[src/rtl/grfw_pkg.sv]
// Shared types and constants for the glyph row framebuffer writer.
// Holds the beat structs, the queued command and the display geometry.
// No dependencies.
`timescale 1ns / 1ps

package grfw_pkg;

  // Display geometry: bytes per pixel line in 8bpp, half that in 4bpp.
  localparam int PIXELS_PER_LINE = 320;
  localparam int LINE_BYTES_8BPP = PIXELS_PER_LINE;
  localparam int LINE_BYTES_4BPP = PIXELS_PER_LINE / 2;
  localparam int GLYPH_ROWS      = 8;

  localparam int ADDR_W = 17;

  // Writes per character and cursor step per character.
  localparam int BEATS_8BPP = 64;
  localparam int BEATS_4BPP = 32;
  localparam int STEP_8BPP  = 8;
  localparam int STEP_4BPP  = 4;

  // Colour depth codes; the other two codes write nothing.
  localparam logic [1:0] DEPTH_4BPP  = 2'd2;
  localparam logic [1:0] DEPTH_8BPP  = 2'd3;
  localparam logic [1:0] DEPTH_RESET = DEPTH_8BPP;

  // Nibble and byte written for a clear glyph bit (white).
  localparam logic [3:0] WHITE_NIBBLE = 4'hF;
  localparam logic [7:0] WHITE_BYTE   = 8'hFF;

  typedef struct packed {
    logic [63:0] glyph_bits;
    logic        start_of_text;
    logic [8:0]  start_x;
    logic [4:0]  text_row;
    logic [3:0]  color;
  } in_item_t;

  typedef struct packed {
    logic [ADDR_W-1:0] mem_address;
    logic [7:0]        write_data;
    logic              last_write;
  } out_item_t;

  // One character ready for rendering.
  typedef struct packed {
    logic [63:0]       glyph_bits;
    logic [3:0]        color;
    logic [ADDR_W-1:0] base;
    logic              mode_8bpp;
  } cmd_t;

endpackage

[src/rtl/glyph_row_framebuffer_writer.sv]
// Top level of the glyph row framebuffer writer: front end, command queue
// and back end. Depends on grfw_pkg, grfw_front, grfw_cmd_q and grfw_back.
//
// Each pushed 8x8 glyph becomes 64 byte writes in 8bpp mode (depth code 3) or
// 32 in 4bpp mode (depth code 2), popped one per cycle while the output buffer
// holds writes and pop is high, in address order, with last_write set on the
// final one; other depth codes produce nothing but still load the cursor. The
// back end issues one write per clock while its output buffer has room. A
// two-entry command queue lets the next glyphs be pushed while the current one
// is still being written, and a two-entry output buffer keeps writes flowing
// while pop is held low.
// The depth register should only be written while no writes are pending.
`timescale 1ns / 1ps

module glyph_row_framebuffer_writer import grfw_pkg::*; (
  input  logic       clk,
  input  logic       rst_n,
  input  logic       in_push,
  output logic       in_full,
  input  in_item_t   in_item,
  output logic       out_empty,
  input  logic       out_pop,
  output out_item_t  out_item,
  input  logic       cfg_valid,
  output logic       cfg_ready,
  input  logic [1:0] cfg_data
);

  logic in_accept;
  logic cmd_push;
  logic cmd_full;
  logic cmd_pop;
  logic cmd_empty;
  cmd_t cmd_in;
  cmd_t cmd_head;

  assign in_full   = cmd_full;
  assign in_accept = in_push && !cmd_full;
  assign cfg_ready = 1'b1;

  grfw_front u_front (
    .clk       (clk),
    .rst_n     (rst_n),
    .in_accept (in_accept),
    .in_item   (in_item),
    .cfg_write (cfg_valid && cfg_ready),
    .cfg_data  (cfg_data),
    .cmd_push  (cmd_push),
    .cmd_data  (cmd_in)
  );

  grfw_cmd_q u_cmd_q (
    .clk       (clk),
    .rst_n     (rst_n),
    .push      (cmd_push),
    .push_data (cmd_in),
    .full      (cmd_full),
    .pop       (cmd_pop),
    .empty     (cmd_empty),
    .head      (cmd_head)
  );

  grfw_back u_back (
    .clk       (clk),
    .rst_n     (rst_n),
    .cmd_empty (cmd_empty),
    .cmd_head  (cmd_head),
    .cmd_pop   (cmd_pop),
    .out_pop   (out_pop),
    .out_empty (out_empty),
    .out_item  (out_item)
  );

endmodule

[src/rtl/grfw_front.sv]
// Front end of the glyph row framebuffer writer: takes input beats, keeps the
// cursor and the depth register, and turns each character into a command when the depth code renders.
// Depends on grfw_pkg.
`timescale 1ns / 1ps

module grfw_front import grfw_pkg::*; (
  input  logic     clk,
  input  logic     rst_n,
  input  logic     in_accept,
  input  in_item_t in_item,
  input  logic     cfg_write,
  input  logic [1:0] cfg_data,
  output logic     cmd_push,
  output cmd_t     cmd_data
);

  logic [ADDR_W-1:0] cursor_r, cursor_nxt;
  logic [4:0]        text_row_r, text_row_nxt;
  logic [1:0]        depth_r, depth_nxt;

  logic [ADDR_W-1:0] cur_base;
  logic [4:0]        row_base;
  logic              render;
  logic              mode_8bpp;
  logic [ADDR_W-1:0] row_offset;

  // Cursor and text row as seen by this character, after any load.
  always_comb begin
    cur_base  = in_item.start_of_text ? ADDR_W'(in_item.start_x) : cursor_r;
    row_base  = in_item.start_of_text ? in_item.text_row : text_row_r;
    mode_8bpp = (depth_r == DEPTH_8BPP);
    render    = (depth_r == DEPTH_8BPP) || (depth_r == DEPTH_4BPP);
    if (mode_8bpp) begin
      row_offset = ADDR_W'(32'(row_base) * (GLYPH_ROWS * LINE_BYTES_8BPP));
    end else begin
      row_offset = ADDR_W'(32'(row_base) * (GLYPH_ROWS * LINE_BYTES_4BPP));
    end
  end

  // Command for the back end.
  always_comb begin
    cmd_push            = in_accept && render;
    cmd_data.glyph_bits = in_item.glyph_bits;
    cmd_data.color      = in_item.color;
    cmd_data.base       = cur_base + row_offset;
    cmd_data.mode_8bpp  = mode_8bpp;
  end

  // State update: the load always happens, the advance only when rendering.
  always_comb begin
    cursor_nxt   = cursor_r;
    text_row_nxt = text_row_r;
    depth_nxt    = depth_r;
    if (in_accept) begin
      text_row_nxt = row_base;
      if (!render) begin
        cursor_nxt = cur_base;
      end else if (mode_8bpp) begin
        cursor_nxt = cur_base + ADDR_W'(STEP_8BPP);
      end else begin
        cursor_nxt = cur_base + ADDR_W'(STEP_4BPP);
      end
    end
    if (cfg_write) begin
      depth_nxt = cfg_data;
    end
  end

  always_ff @(posedge clk) begin
    if (!rst_n) begin
      cursor_r   <= '0;
      text_row_r <= '0;
      depth_r    <= DEPTH_RESET;
    end else begin
      cursor_r   <= cursor_nxt;
      text_row_r <= text_row_nxt;
      depth_r    <= depth_nxt;
    end
  end

endmodule

[src/rtl/grfw_cmd_q.sv]
// Two-entry command queue between front and back end of the glyph writer.
// Lets either side stall on its own. Depends on grfw_pkg.
`timescale 1ns / 1ps

module grfw_cmd_q import grfw_pkg::*; (
  input  logic clk,
  input  logic rst_n,
  input  logic push,
  input  cmd_t push_data,
  output logic full,
  input  logic pop,
  output logic empty,
  output cmd_t head
);

  cmd_t       entry_r [2];
  logic       wr_ptr_r, wr_ptr_nxt;
  logic       rd_ptr_r, rd_ptr_nxt;
  logic [1:0] count_r, count_nxt;

  assign full  = (count_r == 2'd2);
  assign empty = (count_r == 2'd0);
  assign head  = entry_r[rd_ptr_r];

  // Pointer and fill count bookkeeping.
  always_comb begin
    wr_ptr_nxt = wr_ptr_r ^ push;
    rd_ptr_nxt = rd_ptr_r ^ pop;
    count_nxt  = count_r + 2'(push) - 2'(pop);
  end

  always_ff @(posedge clk) begin
    if (!rst_n) begin
      wr_ptr_r <= 1'b0;
      rd_ptr_r <= 1'b0;
      count_r  <= 2'd0;
    end else begin
      wr_ptr_r <= wr_ptr_nxt;
      rd_ptr_r <= rd_ptr_nxt;
      count_r  <= count_nxt;
    end
  end

  // Payload storage needs no reset.
  always_ff @(posedge clk) begin
    if (push) begin
      entry_r[wr_ptr_r] <= push_data;
    end
  end

`ifndef NO_ASSERTIONS
  a_no_overflow: assert property (@(posedge clk) disable iff (!rst_n)
    full |-> !push) else $error("command queue written while full");
  a_no_underflow: assert property (@(posedge clk) disable iff (!rst_n)
    empty |-> !pop) else $error("command queue read while empty");
  a_count_range: assert property (@(posedge clk) disable iff (!rst_n)
    count_r != 2'd3) else $error("command queue count out of range");
`endif

endmodule

[src/rtl/grfw_back.sv]
// Back end of the glyph writer: walks the rows and bytes of one command,
// one framebuffer write per cycle into a two-entry output buffer while it has room.
// Depends on grfw_pkg.
`timescale 1ns / 1ps

module grfw_back import grfw_pkg::*; (
  input  logic      clk,
  input  logic      rst_n,
  input  logic      cmd_empty,
  input  cmd_t      cmd_head,
  output logic      cmd_pop,
  input  logic      out_pop,
  output logic      out_empty,
  output out_item_t out_item
);

  logic [5:0]  idx_r, idx_nxt;
  out_item_t   obuf_r [2];
  logic        ob_wr_r, ob_wr_nxt;
  logic        ob_rd_r, ob_rd_nxt;
  logic [1:0]  ob_cnt_r, ob_cnt_nxt;

  logic              produce;
  logic              take;
  logic              is_last;
  logic [2:0]        row;
  logic [2:0]        byte_sel;
  logic [7:0]        line;
  logic [ADDR_W-1:0] row_offset;
  logic [3:0]        hi_nib;
  logic [3:0]        lo_nib;
  out_item_t         beat;

  // Row and byte position of the current write.
  always_comb begin
    if (cmd_head.mode_8bpp) begin
      row        = idx_r[5:3];
      byte_sel   = idx_r[2:0];
      is_last    = (idx_r == 6'(BEATS_8BPP - 1));
      row_offset = ADDR_W'(32'(row) * LINE_BYTES_8BPP);
    end else begin
      row        = idx_r[4:2];
      byte_sel   = {1'b0, idx_r[1:0]};
      is_last    = (idx_r[4:0] == 5'(BEATS_4BPP - 1));
      row_offset = ADDR_W'(32'(row) * LINE_BYTES_4BPP);
    end
  end

  // Pixel data: row 0 sits in the top byte, the MSB is the leftmost pixel.
  always_comb begin
    line   = cmd_head.glyph_bits[{~row, 3'b000} +: 8];
    hi_nib = line[~{byte_sel[1:0], 1'b0}] ? cmd_head.color : WHITE_NIBBLE;
    lo_nib = line[~{byte_sel[1:0], 1'b1}] ? cmd_head.color : WHITE_NIBBLE;
    beat.mem_address = cmd_head.base + row_offset + ADDR_W'(byte_sel);
    beat.last_write  = is_last;
    if (cmd_head.mode_8bpp) begin
      beat.write_data = line[~byte_sel] ? {4'h0, cmd_head.color} : WHITE_BYTE;
    end else begin
      beat.write_data = {hi_nib, lo_nib};
    end
  end

  // Issue a write whenever a command waits and the buffer has room.
  always_comb begin
    produce    = !cmd_empty && (ob_cnt_r != 2'd2);
    take       = out_pop && (ob_cnt_r != 2'd0);
    cmd_pop    = produce && is_last;
    idx_nxt    = idx_r;
    if (produce) begin
      idx_nxt = is_last ? 6'd0 : idx_r + 6'd1;
    end
    ob_wr_nxt  = ob_wr_r ^ produce;
    ob_rd_nxt  = ob_rd_r ^ take;
    ob_cnt_nxt = ob_cnt_r + 2'(produce) - 2'(take);
  end

  assign out_empty = (ob_cnt_r == 2'd0);
  assign out_item  = obuf_r[ob_rd_r];

  always_ff @(posedge clk) begin
    if (!rst_n) begin
      idx_r    <= '0;
      ob_wr_r  <= 1'b0;
      ob_rd_r  <= 1'b0;
      ob_cnt_r <= 2'd0;
    end else begin
      idx_r    <= idx_nxt;
      ob_wr_r  <= ob_wr_nxt;
      ob_rd_r  <= ob_rd_nxt;
      ob_cnt_r <= ob_cnt_nxt;
    end
  end

  // Output buffer payload.
  always_ff @(posedge clk) begin
    if (produce) begin
      obuf_r[ob_wr_r] <= beat;
    end
  end

`ifndef NO_ASSERTIONS
  a_buf_range: assert property (@(posedge clk) disable iff (!rst_n)
    ob_cnt_r != 2'd3) else $error("output buffer count out of range");
  a_idle_index: assert property (@(posedge clk) disable iff (!rst_n)
    cmd_empty |-> idx_r == 6'd0) else $error("write index moved with no command");
  a_4bpp_range: assert property (@(posedge clk) disable iff (!rst_n)
    (!cmd_empty && !cmd_head.mode_8bpp) |-> !idx_r[5])
    else $error("4bpp write index beyond the character");
`endif

endmodule

[config.mk]
export PLATFORM = sky130hd
export DESIGN_NAME = glyph_row_framebuffer_writer
export DESIGN_NICKNAME = d
export VERILOG_FILES = /design/src/rtl/grfw_pkg.sv /design/src/rtl/glyph_row_framebuffer_writer.sv /design/src/rtl/grfw_front.sv /design/src/rtl/grfw_cmd_q.sv /design/src/rtl/grfw_back.sv
export SDC_FILE = /design/constraint.sdc
export NUM_CORES = 1
export LEC_CHECK = 0
export ABC_AREA = 1
export BUFFER_PORTS_ARGS = -buffer_cell sky130_fd_sc_hd__buf_4
export CAP_MARGIN = 20
export CORE_MARGIN = 1.5
export CORE_UTILIZATION = 35
export CTS_CLUSTER_DIAMETER = 40
export DETAILED_ROUTE_END_ITERATION = 16
export HOLD_SLACK_MARGIN = 0.05
export SLEW_MARGIN = 0
export SYNTH_ARGS = -nofsm -noshare
export SYNTH_HDL_FRONTEND = slang
export SYNTH_SLANG_ARGS = --single-unit
[constraint.sdc]
create_clock -name clk -period 3.5 [get_ports clk]
set_input_delay 0.35 -clock clk [delete_from_list [all_inputs] [get_ports clk]]
set_output_delay 0.35 -clock clk [all_outputs]
set_load 0.05 [all_outputs]
==> results.cfg, run 1 <==
[sta]
tightest_slew_ns = 0.8438
hold_ws_ns = 0.1296
worst_clock_skew_ns = 0.02807
fin_crit_ns = 2.976
fin_crit_sh = 0.8502
slew_viol_final = 0
rsz0062_at_grt = no
finalHoldViolCount = 0
slew_headroom = 0.4375
fmax_mhz = 336.0
setup-violations-final = 0

[power_and_ir_drop]
internal_power_mw = 7.102
switchingPower_mw = 2.910
swShare = 0.2907
finalPower_mw = 10.01
clkPwrFrac = 0.420
power_frac_seq = 0.388
ir_drop_mv = 0.3256
comb_power_share = 0.192
p_leak_nw = 6.494
pwr_density_cell_nw_per_um2 = 627.8

[detailed_routing]
wl_per_cell_um = 15.08
dr.pass1.iters = 5
routed_wl_um = 28210
routed_via_density = 4.645
drtIter0Drc = 549
vias = 8691
drc = 0
drtAntennaViolNets = 0

[clocking]
cts.path.max_buffers = 3
cts.sinks = 264
cts_root_buf = clkbuf_16
clock_latency_ns = 0.53
ctsResizeCount = 0
path_clk_slew_ns = 0.06
cts_max_level = 2
post_cts_buffers = 0
numCtsBuffers = 42
cts_tree = yes

[worst_setup_path]
cp-end-kind = flop
worstPathArrival_ns = 3.26
crit_path_start_kind = flop
critical-path-max-stage-delay_ns = 0.41
cp_top_family = adder cells
critPathBufInv = 2
path_cells = inv_1 > o21ai_0 > ha_1 > ha_1 > fa_1 > xnor2_1 > o21ai_0 > ha_1 > inv_1 > o21bai_1 > nand2_1 > nand2_1 > a21oi_1 > xor2_1
cp_common_cell = ha_1
worst-setup-path-type = reg2reg
path_max_fanout = 3
slowest_stage = fa_1
crit_required_ns = 3.78

[cells_and_area]
fin_area_um2 = 15950
layout.nets = 1517
syn2layout_area_growth_pct = 29.03
most-common-layout-cells = nand2_1, edfxtp_1, nor2_1
n_antenna_cell = 0
drive_gt1_frac = 0.1942
fin_util = 0.4605
fillCellCount = 3183
final_cells = 1871
final_common_cell = nand2_1

[floorplan]
die_w_um = 190.9
core_area_um2 = 34630
rows = 68
fp.dieArea_um2 = 36450
num_io_pins = 119
fp.dieH_um = 190.9
start_util = 0.3569

[logic_synthesis]
ys_types = 49
ys_ff_latch = 264
async_reset_ff_frac = 0
syn_inst = 1171
yosys_warnings = 0
yosys.area.top_type = edfxtp_1
synth_edf_count = 224
syn_area_um2 = 12360
synth_ff_type = edfxtp_1
synth_top_area_frac = 0.5442
syn_avg_cell_area_um2 = 10.55
synth_area_leaders = edfxtp_1, nand2_1, dfxtp_1, nor2_1, ha_1
synth_nets = 1306
ys_seq_area_frac = 0.6090

[job]
drv_cap = 0

[placed_design]
hpwl_um = 18790
port_buffers = 117
place_area_um2 = 13790
place_inst = 1722
gp_congestion = 0.8090

[status]
status = completed

[global_routing]
antenna_found_initial = 0
grt_pass1_wl_um = 44770
grt_use_total = 0.1560
grt_max_degree = 69
first_global_vias = 8460
gr-total-overflow = 0

[min_path]
hold_path.class = in2reg
## layer usage
layer,part of all wire,track usage
met5,0,0
met2,0.45,0.2414
met1,0.48,0.2228
met4,0.022,0.05360
met3,0.045,0.02295
## Yosys cell counts, types with 4 or more instances
cell type  instances
nand2_1          244
edfxtp_1         224
nor2_1           198
nand3_1           97
inv_1             64
o21ai_0           43
ha_1              42
dfxtp_1           40
a21oi_1           34
xor2_1            27
mux2_2            26
clkbuf_1          15
buf_2             11
xnor2_1           11
nand2_2           10
nand2_4            9
buf_4              7
mux2i_1            6
or2_2              6
buf_6              5
nor4_1             5
a31oi_1            4
## stage by stage
stage	setup slack (ns)	TNS (ns)
5_1_grt	0.3142	0
4_1_cts	0.5316	0
3_5_place_dp	0.1110	0
2_1_floorplan	-0.04031	-6.931
3_3_place_gp	0.1339	0
6_report	0.5242	0
## worst paths after layout
check	from	endpoint	slack, ns	depth (start not counted)
worst max-delay path	u_front.text_row_r[3]	u_cmd_q.entry_r[1][17]	0.52	14
worst min-delay path	in_item[5]	u_front.text_row_r[1]	0.13	3
worst max register to register	u_front.text_row_r[3]	u_cmd_q.entry_r[1][17]	0.52	14
worst min register to register	u_front.text_row_r[2]	u_front.text_row_r[2]	0.45	2
## cells by family after synthesis
kind of cell | count (synthesis) | synth area share
and+or+nand+nor | 584 | 0.2042
DFF | 264 | 0.6090
buffers and inverters | 110 | 0.04029
AOI/OAI and AO/OA | 97 | 0.04333
adders and majority gates | 45 | 0.04738
xor gates and xnor gates | 38 | 0.02693
muxes | 32 | 0.02855
other | 1 | 0.0003034
## repair_timing
item                       in CTS  in global routing
setup endpoints to repair       0                  0
hold endpoints to repair      138                  0
hold buffers                   71                  0
## power by group through the flow
stage	combinational (mW)	sequential, mW	clock [mW]
floorplan	1.29	3.93	0
global placement	1.86	3.93	0
detailed placement	1.88	3.94	0
CTS	1.95	3.88	4.28
global route	2.11	3.91	4.42
finish	1.93	3.88	4.20
## registers in the layout (all words and copies together) (netlist names), 2 cells and up, named ones only
name	count
u_cmd_q.entry_r	172
u_back.obuf_r	52
u_front.cursor_r	17
u_back.idx_r	6
u_front.text_row_r	5
u_back.ob_cnt_r	2
u_cmd_q.count_r	2
u_front.depth_r	2
## worst reg2reg max path, cell delays in order, from the launching register on
cell,delay [ns]
dfxtp_1,0.30
inv_1,0.04
o21ai_0,0.22
ha_1,0.29
ha_1,0.23
fa_1,0.41
xnor2_1,0.20
o21ai_0,0.11
ha_1,0.30
inv_1,0.06
o21bai_1,0.21
nand2_1,0.08
nand2_1,0.07
a21oi_1,0.06
xor2_1,0.15
## layout make-up
class                      instances  area (um^2)  share of cell area
sequential                       264         7531              0.4722
multi-input combinational        797         4359              0.2733
timing repair buffer             207         1769              0.1109
clock buffer                      45         1062             0.06661
tap                              455        569.3             0.03570
clock inverter                    33        386.6             0.02424
inverter                          70        270.3             0.01695
No activity file was read; power rests on OpenSTA's default activity.
==> run 2, diff against run 1 <==
--- a/config.mk
+++ b/config.mk
@@ -12,6 +12,7 @@
 export CORE_UTILIZATION = 35
 export CTS_CLUSTER_DIAMETER = 40
 export DETAILED_ROUTE_END_ITERATION = 16
+export GPL_ROUTABILITY_DRIVEN = 0
 export HOLD_SLACK_MARGIN = 0.05
 export SLEW_MARGIN = 0
 export SYNTH_ARGS = -nofsm -noshare
==> constraint.sdc (replaced) <==
create_clock -name clk -period 2.6 [get_ports clk]
set_input_delay 0.26 -clock clk [delete_from_list [all_inputs] [get_ports clk]]
set_output_delay 0.26 -clock clk [all_outputs]
set_load 0.05 [all_outputs]
==> results.cfg, run 2 (synthesis results as in run 1) <==
[status]
status = completed

[cells_and_area]
layout.nets = 1560
syn2layout_area_growth_pct = 33.14
top_regs = u_cmd_q.entry_r (172), u_back.obuf_r (52), u_front.cursor_r (17)
largest_register_ffs = 172
fin_util = 0.4752
n_antenna_cell = 0
final_common_cell = nand2_1
regMostFlops = u_cmd_q.entry_r
drive_gt1_frac = 0.2404
most-common-layout-cells = nand2_1, edfxtp_1, nor2_1

[floorplan]
fp.dieH_um = 190.9
start_util = 0.3569
die_w_um = 190.9
core_area_um2 = 34630
fp.dieArea_um2 = 36450
rows = 68
num_io_pins = 119

[worst_setup_path]
critical-path-max-stage-delay_ns = 0.53
crit_cells = 14
rrSetupSlack_ns = 0.005
startpoint = u_front.text_row_r[3]
critPathBufInv = 1
worst-setup-path-type = reg2reg
crit_path_start_kind = flop
cp-end-kind = flop
cp_top_family = adder cells
cp_common_cell = ha_4
worstPathArrival_ns = 2.95
crit_required_ns = 2.96
slowest_stage = fa_2
reg2reg_from = u_front.text_row_r[3]
path_cells = inv_2 > o21ai_4 > ha_4 > ha_4 > fa_2 > nand2_2 > nand2_2 > ha_4 > a21oi_2 > o21bai_1 > nand2_1 > nand2_1 > a21oi_2 > xor2_1
path_max_fanout = 3
rr_endpoint = u_cmd_q.entry_r[1][17]
crit_end = u_cmd_q.entry_r[1][17]
r2r_cells = 14

[clocking]
cts.sinks = 264
numCtsBuffers = 39
clock_latency_ns = 0.52
path_clk_slew_ns = 0.05
cts.path.max_buffers = 3
cts_max_level = 2
cts_tree = yes
cts_root_buf = clkbuf_16

[sta]
tightest_slew_ns = 0.5889
finalHoldViolCount = 0
setup_tns_ns = 0
setup-violations-final = 0
slew_viol_final = 0
hold_ws_ns = 0.1022
fin_crit_ns = 2.595
setup_ws_ns = 0.005433
fin_crit_sh = 0.9979
rsz0062_at_grt = yes
worst_clock_skew_ns = 0.02144
slew_headroom = 0.6033
fmax_mhz = 385.4

[detailed_routing]
routed_via_density = 4.645
wl_per_cell_um = 15.03
drtAntennaViolNets = 0
drc = 0
routed_wl_um = 28720
dr.pass1.iters = 4
drtIter0Drc = 501
vias = 8877

[global_routing]
first_global_vias = 8593
grt_pass1_wl_um = 45100
antenna_found_initial = 0
grt_max_degree = 69
gr-total-overflow = 0
grt_use_total = 0.1571

[job]
drv_cap = 0

[power_and_ir_drop]
pwr_density_cell_nw_per_um2 = 798.4
p_leak_nw = 6.715
ir_drop_mv = 0.4094

[min_path]
hold_path.class = in2reg

[placed_design]
place_ws_ns = -0.3510
port_buffers = 117
hpwl_um = 19450
## run 2: cell types whose count changed in the layout (fill, tap and decap cells not counted), sizes merged
cell	delta
bufinv	-1
buf	+46
clkinvlp	+1
inv	-2
clkinv	-4
## run 2: final cells by class
cell class | count | area, um^2
Clock buffer | 45 | 998.5
Clock inverter | 27 | 287.8
Fill cell | 3106 | 18170
Inverter | 70 | 282.8
Multi-Input combinational cell | 797 | 4556
Sequential cell | 264 | 7536
Tap cell | 455 | 569.3
Timing Repair Buffer | 253 | 2226
## run 2: where the power goes
group,internal (mW),switching [mW]
combinational,1.04,1.75
sequential,5.10,0.106
clock,3.21,1.95
total,9.34,3.80
## run 2: through the flow
step	power, mW	cells	area [um^2]
final	13.14	1911	16460
after global routing	13.72	1911	16460
after CTS	13.24	1906	16310
after detailed placement	7.968	1762	14290
after global placement	7.926	1762	14290
after floorplan	7.067	1171	12530
## run 2: worst min-delay path by stage
stage,startpoint,end,slack (ns),cells after the start
floorplan,in_item[0],u_cmd_q.entry_r[0][18],0.36,0
global placement,u_front.cursor_r[0],u_front.cursor_r[0],0.43,2
detailed placement,u_front.cursor_r[1],u_front.cursor_r[1],0.44,2
CTS,rst_n,u_back.ob_cnt_r[0],0.08,3
global route,rst_n,u_back.ob_cnt_r[0],0.1,3
finish,rst_n,u_cmd_q.count_r[0],0.10,3
## run 2: worst reg2reg max path, cell delays in order, from the launching register on
cell      delay [ns]
dfxtp_2         0.32
inv_2           0.04
o21ai_4         0.15
ha_4            0.23
ha_4            0.16
fa_2            0.53
nand2_2         0.05
nand2_2         0.07
ha_4            0.21
a21oi_2         0.12
o21bai_1        0.10
nand2_1         0.07
nand2_1         0.06
a21oi_2         0.14
xor2_1          0.19
## run 2: repair_timing
action	in CTS	in global routing
gates resized for setup	3	26
pin swaps	11	11
buffers inserted	1	5
setup endpoints to repair	6	35
hold endpoints to repair	138	0
hold buffers	71	0
## run 2: routing by layer
metal,vias to the layer above,track usage,wire length (um)
met3,39,0.02846,1388
met1,4151,0.2179,13690
met2,187,0.2536,13180
met4,0,0.03907,457
met5,-,0,0
li1,4500,-,-
